$ cat src/rtl/qtpp_pkg.sv
`timescale 1ns / 1ps
`default_nettype none
// Shared types and codes for the transport-parameter parser.
// No dependencies; every other file of the block but qtpp_fifo imports this package.
package qtpp_pkg;

    // Result kinds
    localparam logic [1:0] KIND_NUM   = 2'd0;
    localparam logic [1:0] KIND_BYTE  = 2'd1;
    localparam logic [1:0] KIND_EMPTY = 2'd2;
    localparam logic [1:0] KIND_END   = 2'd3;

    // Block-end status codes
    localparam logic [2:0] STAT_OK        = 3'd0;
    localparam logic [2:0] STAT_TRUNC     = 3'd1;
    localparam logic [2:0] STAT_OVERRUN   = 3'd2;
    localparam logic [2:0] STAT_NUM_LEN   = 3'd3;
    localparam logic [2:0] STAT_TOKEN_LEN = 3'd4;
    localparam logic [2:0] STAT_FLAG      = 3'd5;

    localparam logic [61:0] TOKEN_LEN = 62'd16;

    // Byte as classified by the front end
    typedef struct packed {
        logic [7:0] data;
        logic       last;
        logic [2:0] extra;  // bytes that follow a varint starting with this byte
        logic [3:0] vlen;   // total varint size starting with this byte
    } t_mid_item;

    typedef struct packed {
        logic [1:0]  kind;
        logic [61:0] param_id;
        logic [61:0] param_value;
        logic [7:0]  value_byte;
        logic        value_last;
        logic        block_end;
        logic [2:0]  status;
    } t_result;

endpackage
`default_nettype wire

$ cat src/rtl/quic_transport_param_parser_unit.sv
`timescale 1ns / 1ps
`default_nettype none
// Transport-parameter block parser: top level.
// Depends on qtpp_pkg, qtpp_front, qtpp_back and qtpp_fifo.
//
// Usage:
//   Input channel (push/full) carries the encoded block one byte per transfer,
//   with i_wire_last set on the final byte. Output channel (empty/pop) carries
//   results: numeric values, opaque value bytes, empty-value entries, and one
//   result with o_block_end set per block, carrying the status.
//   A byte causes zero or one result; the last byte always causes one.
// Path: a transferred byte is stored in the front queue; the parser reads the
//   front queue head and writes the result into the result queue, whose head
//   drives the output ports.
// Throughput: one byte per cycle, sustained, as long as the receiver pops;
//   set by the parser, which retires one byte each cycle.
// Stall: when the result queue fills, the parser holds; the front queue then
//   fills and full rises. Nothing is lost or repeated.
// Reset: synchronous, active low. Both queues empty and the parser returns to
//   the start of an entry id with no error pending.
module quic_transport_param_parser_unit (
    input  wire logic        i_clk,
    input  wire logic        i_rst_n,
    // byte input
    input  wire logic        push,
    output logic             full,
    input  wire logic [7:0]  i_wire_byte,
    input  wire logic        i_wire_last,
    // result output
    output logic             empty,
    input  wire logic        pop,
    output logic [1:0]       o_kind,
    output logic [61:0]      o_param_id,
    output logic [61:0]      o_param_value,
    output logic [7:0]       o_value_byte,
    output logic             o_value_last,
    output logic             o_block_end,
    output logic [2:0]       o_status
);
    import qtpp_pkg::*;

    t_mid_item                  mid_item;
    logic                       mid_valid;
    logic                       mid_pop;
    t_result                    back_res;
    logic                       res_push;
    logic                       res_full;
    logic [$bits(t_result)-1:0] out_data;
    t_result                    out_res;

    // Classify and queue incoming bytes
    qtpp_front u_front (
        .i_clk       (i_clk),
        .i_rst_n     (i_rst_n),
        .i_push      (push),
        .i_wire_byte (i_wire_byte),
        .i_wire_last (i_wire_last),
        .o_full      (full),
        .i_pop       (mid_pop),
        .o_item      (mid_item),
        .o_valid     (mid_valid)
    );

    // Advance the entry parser one byte per cycle while the result queue has room
    qtpp_back u_back (
        .i_clk      (i_clk),
        .i_rst_n    (i_rst_n),
        .i_item     (mid_item),
        .i_valid    (mid_valid),
        .o_pop      (mid_pop),
        .o_res      (back_res),
        .o_res_push (res_push),
        .i_res_full (res_full)
    );

    // Hold results until the receiver takes them
    qtpp_fifo #(
        .W($bits(t_result))
    ) u_res_q (
        .i_clk   (i_clk),
        .i_rst_n (i_rst_n),
        .i_push  (res_push),
        .i_data  (back_res),
        .o_full  (res_full),
        .i_pop   (pop),
        .o_data  (out_data),
        .o_empty (empty)
    );

    assign out_res       = t_result'(out_data);
    assign o_kind        = out_res.kind;
    assign o_param_id    = out_res.param_id;
    assign o_param_value = out_res.param_value;
    assign o_value_byte  = out_res.value_byte;
    assign o_value_last  = out_res.value_last;
    assign o_block_end   = out_res.block_end;
    assign o_status      = out_res.status;

endmodule
`default_nettype wire

$ cat src/rtl/qtpp_fifo.sv
`timescale 1ns / 1ps
`default_nettype none
// Two-entry queue with push/full and pop/empty handshakes.
// Generic in data width; no package dependency.
module qtpp_fifo #(
    parameter int W = 8
) (
    input  wire logic         i_clk,
    input  wire logic         i_rst_n,
    input  wire logic         i_push,
    input  wire logic [W-1:0] i_data,
    output logic              o_full,
    input  wire logic         i_pop,
    output logic [W-1:0]      o_data,
    output logic              o_empty
);
    localparam int DEPTH = 2;
    localparam int AW    = $clog2(DEPTH);
    localparam int CW    = $clog2(DEPTH + 1);

    logic [W-1:0]  r_mem [DEPTH];
    logic [AW-1:0] r_wr, n_wr;
    logic [AW-1:0] r_rd, n_rd;
    logic [CW-1:0] r_cnt, n_cnt;
    logic          push_ok, pop_ok;

    assign o_full  = (r_cnt == CW'(DEPTH));
    assign o_empty = (r_cnt == '0);
    assign o_data  = r_mem[r_rd];
    assign push_ok = i_push && !o_full;
    assign pop_ok  = i_pop && !o_empty;

    always_comb begin
        n_wr  = push_ok ? AW'((int'(r_wr) + 1) % DEPTH) : r_wr;
        n_rd  = pop_ok ? AW'((int'(r_rd) + 1) % DEPTH) : r_rd;
        n_cnt = r_cnt + CW'(push_ok) - CW'(pop_ok);
    end

    always_ff @(posedge i_clk) begin
        if (!i_rst_n) begin
            r_wr  <= '0;
            r_rd  <= '0;
            r_cnt <= '0;
        end else begin
            r_wr  <= n_wr;
            r_rd  <= n_rd;
            r_cnt <= n_cnt;
        end
    end

    always_ff @(posedge i_clk) begin
        if (push_ok) begin
            r_mem[r_wr] <= i_data;
        end
    end

endmodule
`default_nettype wire

$ cat src/rtl/qtpp_front.sv
`timescale 1ns / 1ps
`default_nettype none
// Front end: accept wire bytes, decode the varint size prefix, queue them.
// Depends on qtpp_pkg and qtpp_fifo.
module qtpp_front (
    input  wire logic             i_clk,
    input  wire logic             i_rst_n,
    input  wire logic             i_push,
    input  wire logic [7:0]       i_wire_byte,
    input  wire logic             i_wire_last,
    output logic                  o_full,
    input  wire logic             i_pop,
    output qtpp_pkg::t_mid_item   o_item,
    output logic                  o_valid
);
    import qtpp_pkg::*;

    t_mid_item                  cls_item;
    logic [$bits(t_mid_item)-1:0] q_data;
    logic                       q_empty;

    // Size prefix: top two bits select 1, 2, 4 or 8 bytes
    always_comb begin
        cls_item.data = i_wire_byte;
        cls_item.last = i_wire_last;
        unique case (i_wire_byte[7:6])
            2'b00: begin cls_item.extra = 3'd0; cls_item.vlen = 4'd1; end
            2'b01: begin cls_item.extra = 3'd1; cls_item.vlen = 4'd2; end
            2'b10: begin cls_item.extra = 3'd3; cls_item.vlen = 4'd4; end
            2'b11: begin cls_item.extra = 3'd7; cls_item.vlen = 4'd8; end
            default: begin cls_item.extra = 3'd0; cls_item.vlen = 4'd1; end
        endcase
    end

    qtpp_fifo #(
        .W($bits(t_mid_item))
    ) u_mid_q (
        .i_clk   (i_clk),
        .i_rst_n (i_rst_n),
        .i_push  (i_push),
        .i_data  (cls_item),
        .o_full  (o_full),
        .i_pop   (i_pop),
        .o_data  (q_data),
        .o_empty (q_empty)
    );

    assign o_item  = t_mid_item'(q_data);
    assign o_valid = !q_empty;

endmodule
`default_nettype wire

$ cat src/rtl/qtpp_back.sv
`timescale 1ns / 1ps
`default_nettype none
// Back end: entry parser state machine, one classified byte per cycle while the result queue has room.
// Depends on qtpp_pkg.
module qtpp_back (
    input  wire logic                 i_clk,
    input  wire logic                 i_rst_n,
    input  wire qtpp_pkg::t_mid_item  i_item,
    input  wire logic                 i_valid,
    output logic                      o_pop,
    output qtpp_pkg::t_result         o_res,
    output logic                      o_res_push,
    input  wire logic                 i_res_full
);
    import qtpp_pkg::*;

    localparam logic [1:0] PH_ID   = 2'd0;
    localparam logic [1:0] PH_LEN  = 2'd1;
    localparam logic [1:0] PH_VAL  = 2'd2;
    localparam logic [1:0] PH_HALT = 2'd3;

    localparam logic [1:0] CLS_NUM    = 2'd0;
    localparam logic [1:0] CLS_OPAQUE = 2'd1;
    localparam logic [1:0] CLS_TOKEN  = 2'd2;
    localparam logic [1:0] CLS_FLAG   = 2'd3;

    function automatic logic [1:0] id_class(input logic [61:0] id);
        logic [1:0] c;
        if (id == 62'h1 || (id >= 62'h3 && id <= 62'hb) || id == 62'he) begin
            c = CLS_NUM;
        end else if (id == 62'h2) begin
            c = CLS_TOKEN;
        end else if (id == 62'hc) begin
            c = CLS_FLAG;
        end else begin
            c = CLS_OPAQUE;
        end
        return c;
    endfunction

    logic [1:0]  r_phase, n_phase;
    logic [2:0]  r_vbl, n_vbl;
    logic [61:0] r_vacc, n_vacc;
    logic [61:0] r_cur_id, n_cur_id;
    logic [1:0]  r_cls, n_cls;
    logic [61:0] r_vleft, n_vleft;
    logic        r_ipos, n_ipos;
    logic [61:0] r_valacc, n_valacc;
    logic [2:0]  r_err, n_err;

    logic        fire;
    logic        have;
    logic [61:0] vleft_dec;
    t_result     res;

    assign fire       = i_valid && !i_res_full;
    assign o_pop      = fire;
    assign o_res_push = fire && (have || i_item.last);
    assign o_res      = res;
    assign vleft_dec  = r_vleft - 62'd1;

    always_comb begin
        n_phase  = r_phase;
        n_vbl    = r_vbl;
        n_vacc   = r_vacc;
        n_cur_id = r_cur_id;
        n_cls    = r_cls;
        n_vleft  = r_vleft;
        n_ipos   = r_ipos;
        n_valacc = r_valacc;
        n_err    = r_err;
        have     = 1'b0;
        res      = '0;
        res.kind = KIND_END;

        unique case (r_phase)
            PH_ID, PH_LEN: begin
                if (r_vbl == 3'd0) begin
                    n_vacc = {56'd0, i_item.data[5:0]};
                    n_vbl  = i_item.extra;
                end else begin
                    n_vacc = {r_vacc[53:0], i_item.data};
                    n_vbl  = r_vbl - 3'd1;
                end
                if (n_vbl == 3'd0) begin
                    if (r_phase == PH_ID) begin
                        n_cur_id = n_vacc;
                        n_cls    = id_class(n_vacc);
                        n_phase  = PH_LEN;
                    end else begin
                        n_vleft  = n_vacc;
                        n_valacc = '0;
                        n_ipos   = 1'b0;
                        if (n_vacc == '0) begin
                            priority if (r_cls == CLS_NUM) begin
                                n_err   = STAT_NUM_LEN;
                                n_phase = PH_HALT;
                            end else if (r_cls == CLS_TOKEN) begin
                                n_err   = STAT_TOKEN_LEN;
                                n_phase = PH_HALT;
                            end else begin
                                have         = 1'b1;
                                res.kind     = KIND_EMPTY;
                                res.param_id = r_cur_id;
                                n_phase      = PH_ID;
                            end
                        end else begin
                            // Note the error now, skip the value first
                            if (r_cls == CLS_FLAG) begin
                                n_err = STAT_FLAG;
                            end else if (r_cls == CLS_TOKEN && n_vacc != TOKEN_LEN) begin
                                n_err = STAT_TOKEN_LEN;
                            end
                            n_phase = PH_VAL;
                        end
                    end
                    n_vacc = '0;
                end
            end
            PH_VAL: begin
                n_vleft = vleft_dec;
                if (r_err == STAT_OK) begin
                    if (r_cls == CLS_NUM) begin
                        if (!r_ipos) begin
                            n_ipos   = 1'b1;
                            n_valacc = {56'd0, i_item.data[5:0]};
                            if (r_vleft != {58'd0, i_item.vlen}) begin
                                n_err = STAT_NUM_LEN;
                            end
                        end else begin
                            n_valacc = {r_valacc[53:0], i_item.data};
                        end
                    end else begin
                        have           = 1'b1;
                        res.kind       = KIND_BYTE;
                        res.param_id   = r_cur_id;
                        res.value_byte = i_item.data;
                        res.value_last = (vleft_dec == '0);
                    end
                end
                if (vleft_dec == '0) begin
                    if (n_err != STAT_OK) begin
                        n_phase = PH_HALT;
                    end else begin
                        if (r_cls == CLS_NUM) begin
                            have            = 1'b1;
                            res.kind        = KIND_NUM;
                            res.param_id    = r_cur_id;
                            res.param_value = n_valacc;
                        end
                        n_phase = PH_ID;
                    end
                    n_valacc = '0;
                    n_ipos   = 1'b0;
                end
            end
            PH_HALT: begin
                // drop bytes until the block ends
            end
            default: begin
            end
        endcase

        if (i_item.last) begin
            res.block_end = 1'b1;
            unique case (n_phase)
                PH_HALT: res.status = n_err;
                PH_VAL:  res.status = STAT_OVERRUN;
                PH_LEN:  res.status = STAT_TRUNC;
                PH_ID:   res.status = (n_vbl != 3'd0) ? STAT_TRUNC : STAT_OK;
                default: res.status = STAT_OK;
            endcase
            n_phase  = PH_ID;
            n_vbl    = '0;
            n_vacc   = '0;
            n_cur_id = '0;
            n_cls    = id_class('0);
            n_vleft  = '0;
            n_ipos   = 1'b0;
            n_valacc = '0;
            n_err    = STAT_OK;
        end
    end

    always_ff @(posedge i_clk) begin
        if (!i_rst_n) begin
            r_phase  <= PH_ID;
            r_vbl    <= '0;
            r_vacc   <= '0;
            r_cur_id <= '0;
            r_cls    <= CLS_OPAQUE;
            r_vleft  <= '0;
            r_ipos   <= 1'b0;
            r_valacc <= '0;
            r_err    <= STAT_OK;
        end else if (fire) begin
            r_phase  <= n_phase;
            r_vbl    <= n_vbl;
            r_vacc   <= n_vacc;
            r_cur_id <= n_cur_id;
            r_cls    <= n_cls;
            r_vleft  <= n_vleft;
            r_ipos   <= n_ipos;
            r_valacc <= n_valacc;
            r_err    <= n_err;
        end
    end

endmodule
`default_nettype wire

$ cat config.mk
export PLATFORM = sky130hd
export DESIGN_NAME = quic_transport_param_parser_unit
export DESIGN_NICKNAME = d
export VERILOG_FILES = /design/src/rtl/qtpp_pkg.sv /design/src/rtl/quic_transport_param_parser_unit.sv /design/src/rtl/qtpp_fifo.sv /design/src/rtl/qtpp_front.sv /design/src/rtl/qtpp_back.sv
export SDC_FILE = /design/constraint.sdc
export NUM_CORES = 1
export LEC_CHECK = 0
export BUFFER_PORTS_ARGS = -buffer_cell sky130_fd_sc_hd__clkbuf_2
export CORE_MARGIN = 2
export CORE_UTILIZATION = 43
export CTS_CLUSTER_DIAMETER = 50
export DETAILED_ROUTE_END_ITERATION = 16
export PLACE_DENSITY = 0.69
export SLEW_MARGIN = 30
export SYNTH_ARGS = -nofsm -noshare
export SYNTH_HDL_FRONTEND = slang
export SYNTH_SLANG_ARGS = --single-unit
$ cat constraint.sdc
create_clock -name i_clk -period 23.6 [get_ports i_clk]
set_input_delay 2.36 -clock i_clk [delete_from_list [all_inputs] [get_ports i_clk]]
set_output_delay 2.36 -clock i_clk [all_outputs]
set_load 0.1 [all_outputs]
; Word level (Yosys, flattened, before mapping)
; Memory sizes are Yosys's and may differ from the RTL's. A register that Yosys moved wholly into a read port is not among the register bits.
; Index checks and enable logic that the tools add are counted.
[classes]
reduce_logical = 37
order_cmp = 2
n_mux = 99
add_sub_neg = 10
eq_ne = 22
[op_table]
columns = op, n
row1 = $mux 62, 16
row2 = $mux 64, 6
row3 = $mux 126, 3
row4 = $pmux 62 s2, 2
row5 = $mux 54, 3
row6 = $pmux 64 s2, 1
row7 = $eq 62x4->1 const B, 2
row8 = $logic_not 62->1, 2
row9 = $mux 71, 1
row10 = $mux 63, 1
row11 = $eq 62x1->1 const B, 1
row12 = $eq 62x2->1 const B, 1
row13 = $ge 62x2->1 const B, 1
row14 = $le 62x4->1 const B, 1
row15 = $ne 62x4->1, 1
row16 = $ne 62x5->1 const B, 1
row17 = $sub 62x1->62 const B, 1
row18 = $mux 3, 17
row19 = $mux 2, 15
row20 = $pmux 7 s4, 1
row21 = $mux 1, 25
row22 = $eq 2x2->1 const B, 9
row23 = $mux 9, 2
row24 = $logic_not 2->1, 6
row25 = 23 further kinds, 51
[word_totals]
regBits = 259
input_bits = 13
out_inout_bits = 141
mem_count = 2
ram_bits = 310
word_cells = 187
[memory_table]
columns = memory, words, width, rd, rd_clocked_by_memory_dff, write_ports, line
row1 = u_res_q.r_mem, 2, 139, 1, 1, 1, qtpp_fifo.sv:21  ; logic [W-1:0] r_mem [DEPTH];
row2 = u_front.u_mid_q.r_mem, 2, 16, 1, 1, 1, qtpp_fifo.sv:21

; Depth between registers and ports, before layout
[logic_depth]
ltp_word = 15
mapped_depth = 18
mapped_depth_nobuf = 15

; Modules after synthesis
; A second synthesis with hierarchy kept.
[hier_totals]
hier_cells = 2507
area_unflattened_um2 = 26809.5
[modules_own_cells]
columns = module, seq_area_each_um2, cells_each, n_inst, area_each_um2
row1 = qtpp_back, 5024.8, 1964, 1, 15029.4
row2 = qtpp_fifo at u_res_q, 8448.1, 459, 1, 10296.1
row3 = qtpp_fifo at u_front.u_mid_q, 1061.0, 77, 1, 1443.9
row4 = qtpp_front, 0.0, 7, 1, 40.0

; Worst setup path after synthesis
; OpenSTA, ideal clock, no wires.
[synth_timing]
path_type = flip-flop to flip-flop
from = reg u_back.r_vleft[0]
to = mem u_res_q.r_mem[0][0] (netlist name), enable pin
t_arrival_ns = 9.698
t_required_ns = 22.945
setup_slack_ns = 13.247
path_buffers = 3
synth_period_minus_slack_ns = 10.353
path_stages_with_launch = 16
setup_time_ns = 0.655
cell_sequence = dfxtp_1 > buf_6 > inv_1 > ha_1 > clkbuf_1 > nor4b_2 > nand3_1 > clkbuf_1 > or4b_1 > a21oi_1 > o211ai_1 > or4_1 > nor4_4 > mux2i_1 > a21oi_1 > nor2b_1
[synth_between]
elab_chain_cells = 15
elab_cells_between_ends = 17
classes_between = add/sub (1) / eq/ne (1) / mux (10) / reduce/logical (5)
[synth_lines]
columns = item, line
row1 = from (decl), qtpp_back.sv:46  ; logic [61:0] r_vleft, n_vleft;
row2 = from (signal assigned), qtpp_back.sv:202  ; r_vleft <= n_vleft;
row3 = branches (longest 8 deep; another with $sub 62x1->62), -
row4 = $mux 1 (*), qtpp_back.sv:141  ; if (vleft_dec == '0) begin
row5 = $pmux 1 s2 (*), qtpp_back.sv:76  ; unique case (r_phase)
row6 = $logic_or 1x1->1 (*), qtpp_back.sv:58  ; assign o_res_push = fire && (have || i_item.last);
row7 = $logic_and 1x1->1 (*), qtpp_back.sv:58
row8 = $logic_and 1x1->1 (*), qtpp_fifo.sv:30  ; assign push_ok = i_push && !o_full;
row9 = $mux 1 (*), qtpp_fifo.sv:52  ; if (push_ok) begin
row10 = $mux 1 (implied by the code) (*), qtpp_fifo.sv:53  ; r_mem[r_wr] <= i_data;
row11 = to (decl), qtpp_fifo.sv:21
; Mark *: on every way between the ends. The select of a mux whose other input is x is not followed.

; Final worst setup path
[layout_timing]
from = reg u_back.r_vleft[0]
to = mem u_res_q.r_mem[1][124] (netlist name), enable pin
; Same word-level chain as after synthesis.

==> impl_metrics.env <==
export IMPL_outcome="completed"
export IMPL_hp_start="u_back.r_valacc[54]"
export IMPL_wl_met2_um=32400
export IMPL_postCtsSetupBuffers=0
export IMPL_rsz0062_at_grt="false"
export IMPL_rows=89
export IMPL_clk_pin_slew_worst_paths_ns=0.06
export IMPL_wl_met3_um=4740
export IMPL_pwr_share_clk_pct=25.4
export IMPL_die_w_um=247
export IMPL_drt_iter0_markers=2033
export IMPL_regToRegStartpoint="u_back.r_vleft[0]"
export IMPL_comb_power_share_pct=41.1
export IMPL_dpl_cell_area_um2=26700
export IMPL_cts_root_buffer="clkbuf_16"
export IMPL_whs_path_depth=2
export IMPL_crit_type="flop to flop"
export IMPL_synth_xor_area_share_pct=2.07
export IMPL_cts_sinks=569
export IMPL_critPathMaxFanout=52
export IMPL_finalWorstSetupSlack_ns=16.60
export IMPL_maxSlewViolCount=0
export IMPL_seq_area_frac_synth_pct=57.0
export IMPL_cts_tree="done"
export IMPL_power_mw=3.62
export IMPL_vias_per_cell=5.91
export IMPL_h_tree_depth=2
export IMPL_drc_errors=0
export IMPL_synthesis_area_um2=25400
export IMPL_synth_compound_area_share_pct=12.2
export IMPL_port_buffers=153
export IMPL_netlist_area_leader_share_pct=36.4
export IMPL_crit_path_end_kind="flop"
export IMPL_synth_enable_flop_cells=308
export IMPL_synthFlopType="edfxtp_1"
export IMPL_nets=2455
export IMPL_diodes=0
export IMPL_skew_ns=0.0380
export IMPL_async_flop_share_pct=0
export IMPL_post_drt_wl_per_cell_um=21.9
export IMPL_p_int_mw=1.97
export IMPL_detail_route_antenna_nets=0
export IMPL_hold_path_class="flop to flop"
export IMPL_pwr_share_seq_pct=33.4
export IMPL_drv_cap=0
export IMPL_synth_top_area_cell="edfxtp_1"
export IMPL_synth_cell_type_count=66
export IMPL_design_area_um2=28700
export IMPL_yosys_area_share_simple_pct=17.7
export IMPL_start_util_pct=43.3
export IMPL_switching_power_mw=1.65
export IMPL_worstPathRequired_ns=23.85
export IMPL_hold_end="u_back.r_valacc[54]"
export IMPL_clockBufferDepth=3
export IMPL_power_density_nw_per_um2=126
export IMPL_num_io_pins=154
export IMPL_hpwl_um=47300
export IMPL_ir_drop_v=0.000146
export IMPL_antenna_found_initial=0
export IMPL_fp_dieH_um=247
export IMPL_final_hold_violation_count=0
export IMPL_fin_setup_tns_ns=0
export IMPL_syn_instance_count=2389
export IMPL_synthMuxAreaShare_pct=7.17
export IMPL_worst_slew_margin_rel_pct=37.4
export IMPL_utilization_pct=48.9
export IMPL_ys_ff_latch=569
export IMPL_design_core_area_um2=58700
export IMPL_grt_max_degree=140
export IMPL_top_layer="met4"
export IMPL_place_ws_ns=16.63
export IMPL_num_vias=19300
export IMPL_fin_crit_sh_pct=29.7
export IMPL_drive_gt1_share_pct=18.8
export IMPL_wirelength_met1_um=32400
export IMPL_fillers=5168
export IMPL_synth_area_per_cell_um2=10.6
export IMPL_gp_congestion=0.897
export IMPL_p_leak_nw=9.97
export IMPL_final_setup_viol_count=0
export IMPL_insertion_delay_ns=0.64
export IMPL_syn_nets=2410
export IMPL_fmax_ghz=0.143
export IMPL_tightest_slew_ns=0.939
export IMPL_crit_path_start_kind="flop"
export IMPL_ys_warn_count=0
export IMPL_ff2ff_setup_slack_ns=16.60
export IMPL_rr_endpoint="u_res_q.r_mem[1][124]"
export IMPL_syn_to_final_growth_pct=12.8
export IMPL_post_cts_resized=0
export IMPL_reg2regPathDepth=14
export IMPL_routed_wl_um=71300
export IMPL_track_usage_pct=22.9
export IMPL_synthAdderAreaFrac_pct=0.394
export IMPL_synth_top_family_by_area="simple AND/OR/NAND/NOR gates"
export IMPL_min_period_ns=7.00
export IMPL_p_sw_share_pct=45.7
export IMPL_numCtsBuffers=59
export IMPL_grt_pass1_vias=18100
export IMPL_die_area_um2=61100
export IMPL_synth_area_top_cells="edfxtp_1, dfxtp_1, mux2_2, nor2_1, nand3_1"
export IMPL_drt_pass1_iterations=5
export IMPL_hold_buffers=0
export IMPL_grt_first_pass_wirelength_um=109000
export IMPL_grt_ovfl_total=0
export IMPL_cp_data_arrival_time_ns=7.25
power groups by stage:
stage	combinational, mW	sequential (mW)	clock [mW]
2_1_floorplan	1.21	1.22	0
3_3_place_gp	1.48	1.22	0
3_5_place_dp	1.48	1.23	0
4_1_cts	1.49	1.21	0.938
5_1_grt	1.56	1.22	0.973
6_report	1.49	1.21	0.921
cell families (layout without fill, tap and decap cells):
family	count (synthesis)	in the layout
simple gates	901	901
flops	569	569
xor+xnor	60	60
fa+ha+maj	8	8
mux	164	164
buf+inv	222	318
compound gates	465	465
worst max-delay path by stage:
stage / from / end / slack, ns / cells after the start
after floorplan: u_back.r_vleft[0] / u_res_q.r_mem[0][0] / 13.25 / 15
after CTS: u_back.r_vleft[0] / u_res_q.r_mem[1][124] / 16.61 / 14
after detailed placement: u_back.r_vleft[0] / u_res_q.r_mem[1][124] / 16.63 / 14
after global placement: u_back.r_vleft[0] / u_res_q.r_mem[1][119] / 16.75 / 14
final: u_back.r_vleft[0] / u_res_q.r_mem[1][124] / 16.60 / 14
after global routing: u_back.r_vleft[0] / u_res_q.r_mem[1][124] / 16.13 / 14
synth_stat cells (13+ instances only):
cell and instances:
a21oi_1 156, mux2_2 145, nor2_1 271, dfxtp_1 261, nor4_1 51, mux2i_1 19, o21ai_0 65, a32oi_1 92
inv_1 20, edfxtp_1 308, xor2_1 22, clkbuf_1 176, nor3_1 43, nand4_1 29, a211oi_1 18, xnor2_1 38
a22oi_1 75, and2_1 71, nand2_1 171, or4_1 13, nand3_1 162, or3_1 15
cells in the final DEF, fill, tap and decap left out, types with 6 or more instances in the layout:
| cell type | Yosys | layout |
|---|---|---|
| and2_1 | 71 | 70 |
| xor2_1 | 22 | 22 |
| edfxtp_1 | 308 | 308 |
| a32oi_1 | 92 | 92 |
| clkinv_1 | 0 | 6 |
| xnor2_1 | 38 | 38 |
| clkbuf_1 | 176 | 15 |
| clkbuf_16 | 0 | 60 |
| a2111oi_0 | 10 | 10 |
| o21ai_0 | 65 | 64 |
| clkinv_2 | 0 | 11 |
| inv_1 | 20 | 19 |
| or3_1 | 15 | 14 |
| clkbuf_2 | 0 | 153 |
| o31ai_1 | 9 | 8 |
| nand2b_1 | 9 | 7 |
| a21oi_1 | 156 | 155 |
| dfxtp_1 | 261 | 259 |
| nand3_1 | 162 | 162 |
| a211oi_1 | 18 | 18 |
| or2_2 | 7 | 7 |
| mux2_2 | 145 | 145 |
| ha_1 | 8 | 8 |
| o211ai_1 | 6 | 6 |
| nor2_1 | 271 | 268 |
| nor4_1 | 51 | 51 |
| mux2i_1 | 19 | 19 |
| and3_1 | 8 | 8 |
| or4_1 | 13 | 13 |
| nor3_1 | 43 | 40 |
| nand2_1 | 171 | 169 |
| nand4_1 | 29 | 29 |
| nor4b_1 | 6 | 6 |
| buf_4 | 1 | 28 |
| a22oi_1 | 75 | 75 |
| nor2b_1 | 10 | 9 |
metrics by stage:
stage          cells  hold WS (ns)
3_3_place_gp    3145         0.443
6_report        3258         0.457
4_1_cts         3257         0.457
5_1_grt         3258         0.480
2_1_floorplan   2389         0.437
3_5_place_dp    3145         0.448
routing by layer:
metal  track usage (%)  vias to the layer above
li1                  -                     8935
met5                 0                        -
met4              6.15                        0
met1              33.0                     9507
met2              35.5                      712
met3              3.78                      110
sequential cells by signal (all words and copies together), names as in the netlist, 2 cells and up, named ones only:
name / flops
u_res_q.r_mem: 278
u_back.r_cur_id: 62
u_back.r_valacc: 62
u_back.r_vleft: 62
u_back.r_vacc: 54
u_front.u_mid_q.r_mem: 30
u_back.r_err: 3
u_back.r_vbl: 3
u_back.r_cls: 2
u_back.r_phase: 2
u_front.u_mid_q.r_cnt: 2
u_res_q.r_cnt: 2
critical path, stage by stage (launching register included):
cell      delay (ns)
dfxtp_1         0.42
inv_1           0.13
ha_1            0.31
nor4b_2         0.42
nand3_1         0.57
nor4_1          0.80
a21bo_2         0.27
o211ai_1        0.11
or4_1           0.54
nor4_4          0.40
mux2i_1         0.23
a21oi_1         0.39
and2_4          0.66
buf_4           0.59
buf_4           0.67
cell type report:
cell class              count  area, µm²  area share, %
clock buffers              79       1610           5.63
clock inverters            33        349           1.22
inverters                  20       77.6          0.271
multi-input cells        1598      10100           35.3
flip-flops and latches    569      14500           50.5
well taps                 773        967           3.37
repair buffers            186       1050           3.66
(Power assumes the default switching activity.)
